File: src/rtl/core/endstop_qualifier_assert.svh
// Assertion macros for the endstop qualifier.
// Used by the top level only; needs i_clk and i_rst_n in scope.
`ifndef ENDSTOP_QUALIFIER_ASSERT_SVH
`define ENDSTOP_QUALIFIER_ASSERT_SVH

// Condition holds in the same cycle as the trigger.
`define ESQ_ASSERT_NOW(label, trig, cond) \
    label: assert property (@(posedge i_clk) disable iff (!i_rst_n) (trig) |-> (cond)) \
        else $error("endstop qualifier check failed");

// Condition holds in the cycle after the trigger.
`define ESQ_ASSERT_NEXT(label, trig, cond) \
    label: assert property (@(posedge i_clk) disable iff (!i_rst_n) (trig) |=> (cond)) \
        else $error("endstop qualifier check failed");

`endif

File: src/rtl/core/esq_pkg.sv
// Shared types, pin and flag positions, and the side check function
// of the endstop qualifier. No dependencies.
package esq_pkg;

    localparam int PIN_COUNT = 15;
    localparam int HIT_COUNT = 7;
    localparam int CFG_IDX_W = 3;

    typedef logic [PIN_COUNT-1:0] t_pins;
    typedef logic [HIT_COUNT-1:0] t_hits;
    typedef logic [2:0]           t_axes;
    typedef logic [3:0]           t_count;
    typedef logic [CFG_IDX_W-1:0] t_cfg_idx;

    // Configuration register indexes
    localparam t_cfg_idx CFG_ENDSTOPS_EN = 3'd0;
    localparam t_cfg_idx CFG_PROBE_EN    = 3'd1;
    localparam t_cfg_idx CFG_NOISE_THR   = 3'd2;
    localparam t_cfg_idx CFG_INVERT_MASK = 3'd3;
    localparam t_cfg_idx CFG_X_DUAL      = 3'd4;
    localparam t_cfg_idx CFG_Y_DUAL      = 3'd5;
    localparam t_cfg_idx CFG_Z_MULTI     = 3'd6;

    // z_multi codes
    localparam logic [1:0] Z_SINGLE = 2'd0;
    localparam logic [1:0] Z_DUAL   = 2'd1;

    // Switch-set masks for one side of an axis
    localparam logic [2:0] ALL_SINGLE = 3'b001;
    localparam logic [2:0] ALL_DUAL   = 3'b011;
    localparam logic [2:0] ALL_TRIPLE = 3'b111;

    // Pin positions in the pin vector
    localparam int PIN_XMIN  = 0;
    localparam int PIN_XMAX  = 1;
    localparam int PIN_YMIN  = 2;
    localparam int PIN_YMAX  = 3;
    localparam int PIN_ZMIN  = 4;
    localparam int PIN_ZMAX  = 5;
    localparam int PIN_X2MIN = 6;
    localparam int PIN_X2MAX = 7;
    localparam int PIN_Y2MIN = 8;
    localparam int PIN_Y2MAX = 9;
    localparam int PIN_Z2MIN = 10;
    localparam int PIN_Z2MAX = 11;
    localparam int PIN_Z3MIN = 12;
    localparam int PIN_Z3MAX = 13;
    localparam int PIN_PROBE = 14;

    // Trip flag positions
    localparam int HIT_XMIN  = 0;
    localparam int HIT_YMIN  = 1;
    localparam int HIT_ZMIN  = 2;
    localparam int HIT_PROBE = 3;
    localparam int HIT_XMAX  = 4;
    localparam int HIT_YMAX  = 5;
    localparam int HIT_ZMAX  = 6;

    typedef struct packed {
        logic       endstops_enabled;
        logic       probe_enabled;
        t_count     noise_threshold;
        t_pins      invert_mask;
        logic       x_dual;
        logic       y_dual;
        logic [1:0] z_multi;
    } t_cfg;

    typedef struct packed {
        t_pins state;
        logic  settling;
    } t_filt;

    typedef struct packed {
        t_hits trips;
        t_axes stop;
    } t_trip;

    typedef struct packed {
        logic trip;
        logic stop;
    } t_side;

    // hits already masked by all_mask; stop when any trips, unless homing
    // separately on a multi-switch side where all must trip
    function automatic t_side check_side(input logic [2:0] hits,
                                         input logic [2:0] all_mask,
                                         input logic       separately);
        t_side r;
        r.trip = |hits;
        r.stop = r.trip && ((all_mask == ALL_SINGLE) || !separately || (hits == all_mask));
        return r;
    endfunction

endpackage

File: src/rtl/core/esq_filter.sv
// Live pin state and noise countdown of the endstop qualifier.
// Depends on esq_pkg.
module esq_filter #(
    parameter int SWITCH_COUNT = 15
) (
    input  logic          i_clk,
    input  logic          i_rst_n,
    input  logic          i_take,
    input  esq_pkg::t_pins i_raw,
    input  esq_pkg::t_cfg  i_cfg,
    output esq_pkg::t_filt o_filt
);

    logic [SWITCH_COUNT-1:0] r_live, r_prev, r_valid;
    logic [SWITCH_COUNT-1:0] n_live, n_prev, n_valid;
    logic [SWITCH_COUNT-1:0] live_new;
    esq_pkg::t_count         r_cnt, n_cnt;
    logic                    active;

    assign active   = i_cfg.endstops_enabled | i_cfg.probe_enabled;
    assign live_new = i_raw[SWITCH_COUNT-1:0] ^ i_cfg.invert_mask[SWITCH_COUNT-1:0];

    always_comb begin
        n_live  = r_live;
        n_prev  = r_prev;
        n_valid = r_valid;
        n_cnt   = r_cnt;
        if (i_cfg.noise_threshold == '0) begin
            n_cnt = '0;
            if (active) begin
                n_live  = live_new;
                n_prev  = live_new;
                n_valid = live_new;
            end
            o_filt.state = esq_pkg::t_pins'(n_live);
        end else begin
            n_live = live_new;
            if (r_prev != live_new) begin
                n_cnt  = i_cfg.noise_threshold;
                n_prev = live_new;
            end else if (r_cnt != '0) begin
                n_cnt = r_cnt - 4'd1;
                if (r_cnt == 4'd1) begin
                    n_valid = live_new;
                end
            end
            o_filt.state = esq_pkg::t_pins'(n_valid);
        end
        o_filt.settling = (n_cnt != '0);
    end

    always_ff @(posedge i_clk) begin
        if (!i_rst_n) begin
            r_live  <= '0;
            r_prev  <= '0;
            r_valid <= '0;
            r_cnt   <= '0;
        end else if (i_take) begin
            r_live  <= n_live;
            r_prev  <= n_prev;
            r_valid <= n_valid;
            r_cnt   <= n_cnt;
        end
    end

endmodule

File: src/rtl/core/esq_check.sv
// Per-axis switch tests: trip flags and axis stops for one tick.
// Depends on esq_pkg.
module esq_check (
    input  esq_pkg::t_pins i_state,
    input  esq_pkg::t_cfg  i_cfg,
    input  esq_pkg::t_axes i_moving,
    input  esq_pkg::t_axes i_negative,
    input  logic           i_separately,
    output esq_pkg::t_trip o_trip
);

    logic [2:0]     x_all, y_all, z_all;
    logic           active, z_multi_sw;
    esq_pkg::t_side x_side, y_side, z_side, p_side;

    assign active = i_cfg.endstops_enabled | i_cfg.probe_enabled;
    assign x_all  = i_cfg.x_dual ? esq_pkg::ALL_DUAL : esq_pkg::ALL_SINGLE;
    assign y_all  = i_cfg.y_dual ? esq_pkg::ALL_DUAL : esq_pkg::ALL_SINGLE;

    always_comb begin
        case (i_cfg.z_multi)
            esq_pkg::Z_SINGLE: z_all = esq_pkg::ALL_SINGLE;
            esq_pkg::Z_DUAL:   z_all = esq_pkg::ALL_DUAL;
            default:           z_all = esq_pkg::ALL_TRIPLE;
        endcase
    end

    assign z_multi_sw = (z_all != esq_pkg::ALL_SINGLE);

    always_comb begin
        x_side = esq_pkg::check_side(
            (i_negative[0] ? {1'b0, i_state[esq_pkg::PIN_X2MIN], i_state[esq_pkg::PIN_XMIN]}
                           : {1'b0, i_state[esq_pkg::PIN_X2MAX], i_state[esq_pkg::PIN_XMAX]})
            & x_all, x_all, i_separately);
        y_side = esq_pkg::check_side(
            (i_negative[1] ? {1'b0, i_state[esq_pkg::PIN_Y2MIN], i_state[esq_pkg::PIN_YMIN]}
                           : {1'b0, i_state[esq_pkg::PIN_Y2MAX], i_state[esq_pkg::PIN_YMAX]})
            & y_all, y_all, i_separately);
        z_side = esq_pkg::check_side(
            (i_negative[2] ? {i_state[esq_pkg::PIN_Z3MIN], i_state[esq_pkg::PIN_Z2MIN],
                              i_state[esq_pkg::PIN_ZMIN]}
                           : {i_state[esq_pkg::PIN_Z3MAX], i_state[esq_pkg::PIN_Z2MAX],
                              i_state[esq_pkg::PIN_ZMAX]})
            & z_all, z_all, i_separately);
        p_side = esq_pkg::check_side({2'b00, i_state[esq_pkg::PIN_PROBE]},
                                     esq_pkg::ALL_SINGLE, i_separately);

        // single z min switch is replaced by the probe while the probe is on
        if (i_negative[2] && !z_multi_sw && i_cfg.probe_enabled) begin
            z_side = '0;
        end
        if (!(i_negative[2] && i_cfg.probe_enabled)) begin
            p_side = '0;
        end
        if (!active || !i_moving[0]) x_side = '0;
        if (!active || !i_moving[1]) y_side = '0;
        if (!active || !i_moving[2]) begin
            z_side = '0;
            p_side = '0;
        end

        o_trip.trips = '0;
        o_trip.trips[esq_pkg::HIT_XMIN]  = x_side.trip &  i_negative[0];
        o_trip.trips[esq_pkg::HIT_XMAX]  = x_side.trip & ~i_negative[0];
        o_trip.trips[esq_pkg::HIT_YMIN]  = y_side.trip &  i_negative[1];
        o_trip.trips[esq_pkg::HIT_YMAX]  = y_side.trip & ~i_negative[1];
        o_trip.trips[esq_pkg::HIT_ZMIN]  = z_side.trip &  i_negative[2];
        o_trip.trips[esq_pkg::HIT_ZMAX]  = z_side.trip & ~i_negative[2];
        o_trip.trips[esq_pkg::HIT_PROBE] = p_side.trip;
        o_trip.stop = {z_side.stop | p_side.stop, y_side.stop, x_side.stop};
    end

endmodule

File: src/rtl/core/endstop_qualifier.sv
// Top level of the endstop qualifier: configuration registers, handshake,
// trip flag accumulation and result register. Depends on esq_pkg,
// esq_filter, esq_check and endstop_qualifier_assert.svh.
//
//  channel | direction | handshake                    | payload
//  --------+-----------+------------------------------+------------------------------------
//  in      | to block  | i_in_valid / o_in_stall      | raw_pins, axis_moving, axis_negative,
//          |           |                              | homing_separately, clear_hits
//  out     | from block| o_out_valid / i_out_stall    | hit_flags, axis_stop,
//          |           |                              | filtered_state, settling
//  cfg     | to block  | i_cfg_we (no wait)           | i_cfg_idx, i_cfg_data
//
// One item per cycle unless the output stalls: the whole tick (invert, debounce, side tests, flag
// accumulation) is one combinational pass from the input ports and the state
// registers into the result register, so each item's result appears the cycle
// after it is accepted. The result register is the only buffer; the input
// stalls only while a result waits and the output is stalled. Reset
// (synchronous, active low) clears configuration, filter state and trip flags.
module endstop_qualifier #(
    parameter int SWITCH_COUNT = 15
) (
    input  logic                      i_clk,
    input  logic                      i_rst_n,
    // input channel
    input  logic                      i_in_valid,
    output logic                      o_in_stall,
    input  esq_pkg::t_pins            i_raw_pins,
    input  esq_pkg::t_axes            i_axis_moving,
    input  esq_pkg::t_axes            i_axis_negative,
    input  logic                      i_homing_separately,
    input  logic                      i_clear_hits,
    // output channel
    output logic                      o_out_valid,
    input  logic                      i_out_stall,
    output esq_pkg::t_hits            o_hit_flags,
    output esq_pkg::t_axes            o_axis_stop,
    output esq_pkg::t_pins            o_filtered_state,
    output logic                      o_settling,
    // configuration write port
    input  logic                      i_cfg_we,
    input  esq_pkg::t_cfg_idx         i_cfg_idx,
    input  esq_pkg::t_pins            i_cfg_data
);

    esq_pkg::t_cfg  r_cfg;
    esq_pkg::t_filt filt;
    esq_pkg::t_trip trip;
    esq_pkg::t_hits r_trip, n_trip;
    esq_pkg::t_axes r_stop;
    esq_pkg::t_pins r_state;
    logic           r_settling;
    logic           r_out_valid;
    logic           take;

    // Accept while the result register is empty or being drained
    assign o_in_stall = r_out_valid & i_out_stall;
    assign take       = i_in_valid & ~o_in_stall;

    // Configuration decode
    always_ff @(posedge i_clk) begin
        if (!i_rst_n) begin
            r_cfg <= '0;
        end else if (i_cfg_we) begin
            unique case (i_cfg_idx)
                esq_pkg::CFG_ENDSTOPS_EN: r_cfg.endstops_enabled <= i_cfg_data[0];
                esq_pkg::CFG_PROBE_EN:    r_cfg.probe_enabled    <= i_cfg_data[0];
                esq_pkg::CFG_NOISE_THR:   r_cfg.noise_threshold  <= i_cfg_data[3:0];
                esq_pkg::CFG_INVERT_MASK: r_cfg.invert_mask      <= i_cfg_data;
                esq_pkg::CFG_X_DUAL:      r_cfg.x_dual           <= i_cfg_data[0];
                esq_pkg::CFG_Y_DUAL:      r_cfg.y_dual           <= i_cfg_data[0];
                esq_pkg::CFG_Z_MULTI:     r_cfg.z_multi          <= i_cfg_data[1:0];
                default: ;
            endcase
        end
    end

    // Live state and noise countdown; state advances only on an accepted item
    esq_filter #(
        .SWITCH_COUNT (SWITCH_COUNT)
    ) u_filter (
        .i_clk   (i_clk),
        .i_rst_n (i_rst_n),
        .i_take  (take),
        .i_raw   (i_raw_pins),
        .i_cfg   (r_cfg),
        .o_filt  (filt)
    );

    // Side tests on this tick's decision state
    esq_check u_check (
        .i_state      (filt.state),
        .i_cfg        (r_cfg),
        .i_moving     (i_axis_moving),
        .i_negative   (i_axis_negative),
        .i_separately (i_homing_separately),
        .o_trip       (trip)
    );

    // Drop old flags on request, then add this tick's trips
    assign n_trip = (i_clear_hits ? '0 : r_trip) | trip.trips;

    always_ff @(posedge i_clk) begin
        if (!i_rst_n) begin
            r_trip      <= '0;
            r_out_valid <= 1'b0;
        end else begin
            if (take) begin
                r_trip <= n_trip;
            end
            if (take) begin
                r_out_valid <= 1'b1;
            end else if (!i_out_stall) begin
                r_out_valid <= 1'b0;
            end
        end
    end

    // Result payload; hold while stalled
    always_ff @(posedge i_clk) begin
        if (take) begin
            r_stop     <= trip.stop;
            r_state    <= filt.state;
            r_settling <= filt.settling;
        end
    end

    assign o_out_valid      = r_out_valid;
    assign o_hit_flags      = r_trip;
    assign o_axis_stop      = r_stop;
    assign o_filtered_state = r_state;
    assign o_settling       = r_settling;

`include "endstop_qualifier_assert.svh"

    // An accepted item always leaves a result behind
    `ESQ_ASSERT_NEXT(a_take_gives_result, take, o_out_valid)
    // A stopping x or z axis has tripped on one of its sides
    `ESQ_ASSERT_NOW(a_stop_has_flag, o_out_valid && o_axis_stop[0], o_hit_flags[esq_pkg::HIT_XMIN] || o_hit_flags[esq_pkg::HIT_XMAX])
    `ESQ_ASSERT_NOW(a_zstop_has_flag, o_out_valid && o_axis_stop[2], o_hit_flags[esq_pkg::HIT_ZMIN] || o_hit_flags[esq_pkg::HIT_ZMAX] || o_hit_flags[esq_pkg::HIT_PROBE])
    // Clearing with no axis moving leaves no flags
    `ESQ_ASSERT_NEXT(a_clear_idle, take && i_clear_hits && (i_axis_moving == '0), o_hit_flags == '0)

endmodule

File: config.mk
export PLATFORM = sky130hd
export DESIGN_NAME = endstop_qualifier
export DESIGN_NICKNAME = d
export VERILOG_FILES = /design/src/rtl/core/esq_pkg.sv /design/src/rtl/core/esq_filter.sv /design/src/rtl/core/esq_check.sv /design/src/rtl/core/endstop_qualifier.sv
export VERILOG_INCLUDE_DIRS = /design/src /design/src/rtl/core
export SDC_FILE = /design/constraint.sdc
export NUM_CORES = 1
export LEC_CHECK = 0
export ABC_AREA = 1
export BUFFER_PORTS_ARGS = -buffer_cell sky130_fd_sc_hd__buf_2
export CAP_MARGIN = 5
export CORE_ASPECT_RATIO = 0.9
export CORE_MARGIN = 2
export CORE_UTILIZATION = 40
export DETAILED_ROUTE_END_ITERATION = 16
export SLEW_MARGIN = 10
export SYNTH_ARGS = -nofsm -noshare
export SYNTH_HDL_FRONTEND = slang
export SYNTH_SLANG_ARGS = --single-unit
File: constraint.sdc
create_clock -name i_clk -period 2.01 [get_ports i_clk]
set_input_delay 0.1005 -clock i_clk [delete_from_list [all_inputs] [get_ports i_clk]]
set_output_delay 0.1005 -clock i_clk [all_outputs]
set_load 0.02 [all_outputs]
-- Word-level counts from Yosys, hierarchy flattened
Index checks and enable logic that the tools add are counted.
- register bits: 101
- bits in read-only memories: 0
- latch bits: 0
- output and inout bits: 28
- memory bits (writable): 0
- memories: 0
- $mul: 0
- equal/unequal tests: 18
- shift operators: 0
- $lt $le $gt $ge: 0
- div/mod/pow operators: 0
- bitwise logic cells: 19
- add/sub/neg operators: 1
- mux-type cells: 28
- reductions and logical operators: 39
- operator list (kind ; number):
    15-bit two-way mux ; 10
    2-bit two-way mux ; 10
    2-bit AND reduction ; 8
    15-bit inequality test ; 1
    15-bit bitwise XOR ; 1
    3-bit by 1-bit == test with 1-bit output (second input constant) ; 4
    4-bit two-way mux ; 3
    3-bit bitwise AND ; 3
    3-bit == test ; 3
    3-bit == test (second input constant) ; 3
    1-bit logical OR ; 9
    3-bit OR reduction ; 3
    1-bit bitwise AND ; 8
    4-bit nonzero test ; 2
    7-bit two-way mux ; 1
    7-bit OR ; 1
    3-bit by 2-bit == test with 1-bit output (second input constant) ; 2
    1-bit logical AND ; 6
    1-bit logical NOT ; 6
    3-bit case mux with 2 select lines ; 1
    4-bit by 1-bit == test with 1-bit output (second input constant) ; 1
    4-bit logical NOT ; 1
    2-bit by 1-bit inequality test with 1-bit output (second input constant) ; 2
    1-bit inverter ; 4
    other kinds (10) ; 12

-- Logic depth before layout (Yosys ltp)
- depth in word-level cells: 14
- depth in mapped cells: 20
- depth with buffers taken out: 19

-- Modules after synthesis
A second synthesis with hierarchy kept.
- cells, all modules: 930
- area total of the unflattened synthesis: 6035.8 um^2
- by module, submodules not included (module ; cells each ; area an instance (um^2) ; seq. area each (um^2) ; times used):
    esq_filter ; 638 ; 3754.9 ; 980.9 ; 1
    endstop_qualifier ; 230 ; 2015.7 ; 1231.2 ; 1
    esq_check ; 62 ; 265.3 ; 0.0 ; 1

-- Least setup slack after synthesis
No wires, ideal clock.
- kind: flip-flop to flip-flop
- from: register u_filter.r_cnt[0]
- to: register r_stop[2] (netlist: o_axis_stop[2]) (data pin)
- buffers on the path: 1
- period minus slack after synthesis: 1946 ps
- data arrival time: 1693 ps
- cell stages (with the launch flop): 16
- setup slack: 64 ps
- library setup time: 253 ps
- required time: 1757 ps
- cells stage by stage: dfxtp_1 inv_1 ha_1 nand2_1 buf_2 nor2_1 a21oi_1 o21ai_2 nand2_1 nand3_2 nand2_2 nor2_1 nand2_1 nand2_1 nand3_1 nand2_1
- RTL lines (what ; RTL line ; RTL):
    start: declaration ; esq_filter.sv:17 ; esq_pkg::t_count r_cnt, n_cnt;
    start signal: assignment ; esq_filter.sv:62 ; r_cnt <= n_cnt;
    end signal: assignment ; endstop_qualifier.sv:121 ; r_stop <= trip.stop;
    end: declaration ; endstop_qualifier.sv:49 ; esq_pkg::t_axes r_stop;

-- Worst setup path in the final report
- from: register r_cfg[4] (netlist bit)
- to: register r_stop[1] (netlist: o_axis_stop[1]) (data pin)
- word-level cells in the longest chain between the ends: 9
- elaborated cells between the ends (all ways): 10
- ends and longest elaborated chain (what ; RTL line ; RTL):
    start: declaration ; endstop_qualifier.sv:45 ; esq_pkg::t_cfg r_cfg;
    15-bit bitwise XOR (*) ; esq_filter.sv:21 ; assign live_new = i_raw[SWITCH_COUNT-1:0] ^ i_cfg.invert_mask[SWITCH_COUNT-1:0];
    15-bit inequality test (*) ; esq_filter.sv:38 ; if (r_prev != live_new) begin
    15-bit two-way mux (*) ; esq_filter.sv:38 ;
    15-bit two-way mux (*) ; esq_filter.sv:28 ; if (i_cfg.noise_threshold == '0) begin
    2-bit two-way mux (*) ; esq_check.sv:36 ; (i_negative[1] ? {1'b0, i_state[esq_pkg::PIN_Y2MIN], i_state[esq_pkg::PIN_YMIN]}
    3-bit bitwise AND (*) ; esq_check.sv:38 ; & y_all, y_all, i_separately);
    3-bit == test ; esq_pkg.sv:91 ; r.stop = r.trip && ((all_mask == ALL_SINGLE) || !separately || (hits == all_mask));
    1-bit logical OR ; esq_pkg.sv:91 ;
    1-bit logical AND (*) ; esq_pkg.sv:91 ;
Every way passes the cells marked *; elsewhere a longest branch is shown, timed or not.
A chain may end at the register's enable or synchronous reset.

==> results.toml <==
[global_routing]
antenna_found_initial = 0
grt_pass1_vias = 5172
grt_pass1_wl_um = 24400
grt_use_total_pct = 21.0
overflow = 0
grt_max_degree = 32

[run_status]
status = "complete, but fails checks"
violations = "negative setup slack"

[detailed_routing]
drc = 0
wl_per_cell_um = 13.9
vias_per_cell = 5.02
drtIter0Drc = 286
drt_pre_antenna_iters = 5
ant_nets = 0
drt_wl_total_um = 15500
vias = 5579

[timing]
fmax_ghz = 0.473
fin_tns_setup_ps = -387
post-route-worst-setup-slack_ps = -103
max_slew_margin_pct = 74.9
setup_viol = 9
worst_pin_slew_ps = 377
skew_ps = 7.16
rsz0062_at_grt = "true"
fin_crit_ps = 2110
fin_crit_sh_pct = 105
hold_ws_ps = 11.8
drv_slew = 0
hold_viol = 0

[setup_path]
path_max_fanout = 8
worstPathCellList = "inv_2 > nand2_2 > nand2_2 > nand2_1 > nand2_1 > nor2_2 > nand2_2 > nor2_4 > nand2_8 > buf_12 > o21ai_4 > nand2_2 > nand3_2 > nand3_2 > nand2_2 > nand2_1 > a31oi_1"
critPathKind = "reg -> reg"
slowest_delay_ps = 330
crit_top_cell = "nand2_2"
crit_required_ps = 2210
arrival_ps = 2320
critPathSlowestCell = "dfxtp_2"
critPathTopFamily = "simple AND/OR/NAND/NOR gates"
path_buf_inv = 2
cp-start-kind = "flip-flop"
worst_setup_path_end_kind = "flip-flop"

[layout]
n_antenna_cell = 0
finish.utilization_pct = 55.6
area.growth.synth_to_final_pct = 35.4
final_layout_size_suffix_gt1_share_pct = 33.3
finish.instance_area_um2 = 7450
final_cells = 1111
nets = 986

[synthesis]
syn_area_um2 = 5500
yosysSeqAreaShare_pct = 40.2
ys_types = 38
yosysTopAreaCell = "dfxtp_1"
synth.area.top_cells = "dfxtp_1 30%, edfxtp_1 10%, nand2_1 10%, inv_1 8.9%, o21ai_0 8.3%"
synthArstFlopShare_pct = 0
synth.top_cell.area_share_pct = 29.8
ys.flop_type = "dfxtp_1"
syn_avg_cell_area_um2 = 7.00
synth_edf_count = 19
ys_seq_elements = 101
synth_cells = 786
ys_warn_count = 0
syn-num-nets = 834

[pwr]
p_leak_nw = 3.45
p_int_mw = 3.72
pwr-share-clk_pct = 34.2
p_comb_share_pct = 23.1
power.switching_mw = 1.61
seqPwrFrac_pct = 42.7
ir_worst_vdd_mv = 0.477
netSwitchingFraction_pct = 30.2
p_per_area_nw_per_um2 = 715

[min_path]
min_path_type = "in -> reg"

[clock_tree]
cts_sinks = 101
clk_pin_slew_worst_paths_ps = 70
cts-root-buf = "clkbuf_16"
cts_max_path_buffers = 2
numCtsBuffers = 9
cts_tree = "yes"
holdBufCountCts = 0
worstSkewPairLatency_ps = 360
htree_levels = 3

[floorplanning]
die_y_um = 115
start_util_pct = 41.0
die_area_um2 = 14700
fp-row-count = 40
die_w_um = 128
ios = 74
core-area_um2 = 13400

[placed_design]
port_buffers = 73
dp_hpwl_um = 11400
place_area_um2 = 6570
gp_congestion = 0.862
place_inst = 1074

[job]
maxCapViolCount = 0
==> layout by cell type, fill, tap and decap left out, types with 3 or more instances in the layout <==
| master | n |
|---|---|
| clkinv_4 | 3 |
| a221oi_2 | 9 |
| buf_6 | 13 |
| nand2_2 | 39 |
| clkinvlp_4 | 4 |
| dfxtp_1 | 74 |
| o21ai_2 | 7 |
| dfxtp_2 | 8 |
| o22ai_1 | 9 |
| nand3_2 | 21 |
| o21ai_0 | 59 |
| edfxtp_1 | 19 |
| nor2_2 | 6 |
| inv_2 | 11 |
| buf_12 | 5 |
| a22oi_1 | 3 |
| nand3b_1 | 5 |
| buf_4 | 75 |
| inv_1 | 124 |
| buf_2 | 73 |
| nand3_1 | 35 |
| nand2_1 | 142 |
| nor2_1 | 34 |
| o22ai_2 | 3 |
| nor2_4 | 4 |
| a21oi_1 | 67 |
| a31oi_1 | 4 |
| nand4_1 | 6 |
| clkinv_1 | 3 |
| a21oi_2 | 6 |
| o21ai_1 | 30 |
| nand2_4 | 3 |
| clkbuf_16 | 11 |
==> tightest hold or removal path: stages <==
cell     delay [ps]
buf_2            90
nand2_1          70
a21oi_1          60
==> sequential cells by signal (all words and copies together), names as in the netlist <==
name and cells:
o_axis_stop 3, o_filtered_state 15, o_hit_flags 7, o_out_valid 1, o_settling 1, r_cfg 25
u_filter.r_cnt 4, u_filter.r_live 15, u_filter.r_prev 15, u_filter.r_valid 15
==> timing repair <==
action,in CTS,in global routing
gates cloned,0,4
setup endpoints to repair,9,51
gates resized for setup,24,106
pin swaps,7,16
buffers inserted,5,12
==> cell type report <==
| class | count | area [µm²] |
|---|---|---|
| fillers | 1299 | 5960 |
| multi-input cells | 513 | 2900 |
| flip-flops and latches | 101 | 2220 |
| repair buffers | 170 | 1250 |
| inverters | 142 | 549 |
| clock buffers | 10 | 239 |
| well taps | 168 | 210 |
| clock inverters | 6 | 71.3 |
| repair inverters | 1 | 7.51 |
==> cell usage after synthesis (all sizes together), types with 6 or more instances <==
master and count:
a221oi 12, o21ai 97, nand4 6, dfxtp 82, o22ai 12, a21oi 74
nand2 186, inv 138, nand3 56, nor2 45, buf 12, edfxtp 19
clkbuf 18
==> through the flow <==
step | total power [mW] | worst slack [ps]
after global routing | 5.58 | -262
after floorplan | 2.97 | 64.2
after CTS | 5.21 | -19.5
after global placement | 3.35 | -75.3
after detailed placement | 3.36 | -114
final | 5.33 | -103
==> logic make-up (layout without fill, tap and decap cells) <==
group	Yosys count	after routing	share of synthesized area, %
mux	2	2	0.364
fa+ha+maj	2	2	0.455
simple gates	301	301	25.8
buf+inv	172	329	12.3
compound gates	207	207	20.7
xor+xnor	1	1	0.159
flops	101	101	40.2
==> metal layers <==
| metal | vias up | track usage, % | share of wire [%] |
|---|---|---|---|
| met3 | 26 | 4.14 | 3.5 |
| met4 | 0 | 7.99 | 2.3 |
| met5 | - | 0 | 0 |
| met2 | 111 | 36.7 | 49 |
| li1 | 2879 | - | - |
| met1 | 2563 | 25.8 | 45 |
==> final timing paths <==
path / start / endpoint / slack (ps) / depth (start not counted)
worst max-delay path: r_cfg[4] / o_axis_stop[1] / -100 / 17
worst min-delay path: i_out_stall / o_out_valid / 10 / 3
worst max register to register: r_cfg[4] / o_axis_stop[1] / -100 / 17
worst min register to register: r_cfg[20] / r_cfg[20] / 450 / 2
==> power groups by stage <==
| stage | logic [mW] | clock network (mW) | registers, mW |
|---|---|---|---|
| 4_1_cts | 1.07 | 1.87 | 2.27 |
| 3_5_place_dp | 1.05 | 0 | 2.32 |
| 5_1_grt | 1.37 | 1.92 | 2.29 |
| 3_3_place_gp | 1.04 | 0 | 2.31 |
| 6_report | 1.23 | 1.82 | 2.28 |
| 2_1_floorplan | 0.617 | 0 | 2.35 |
Power figures use the tool's default switching activity.
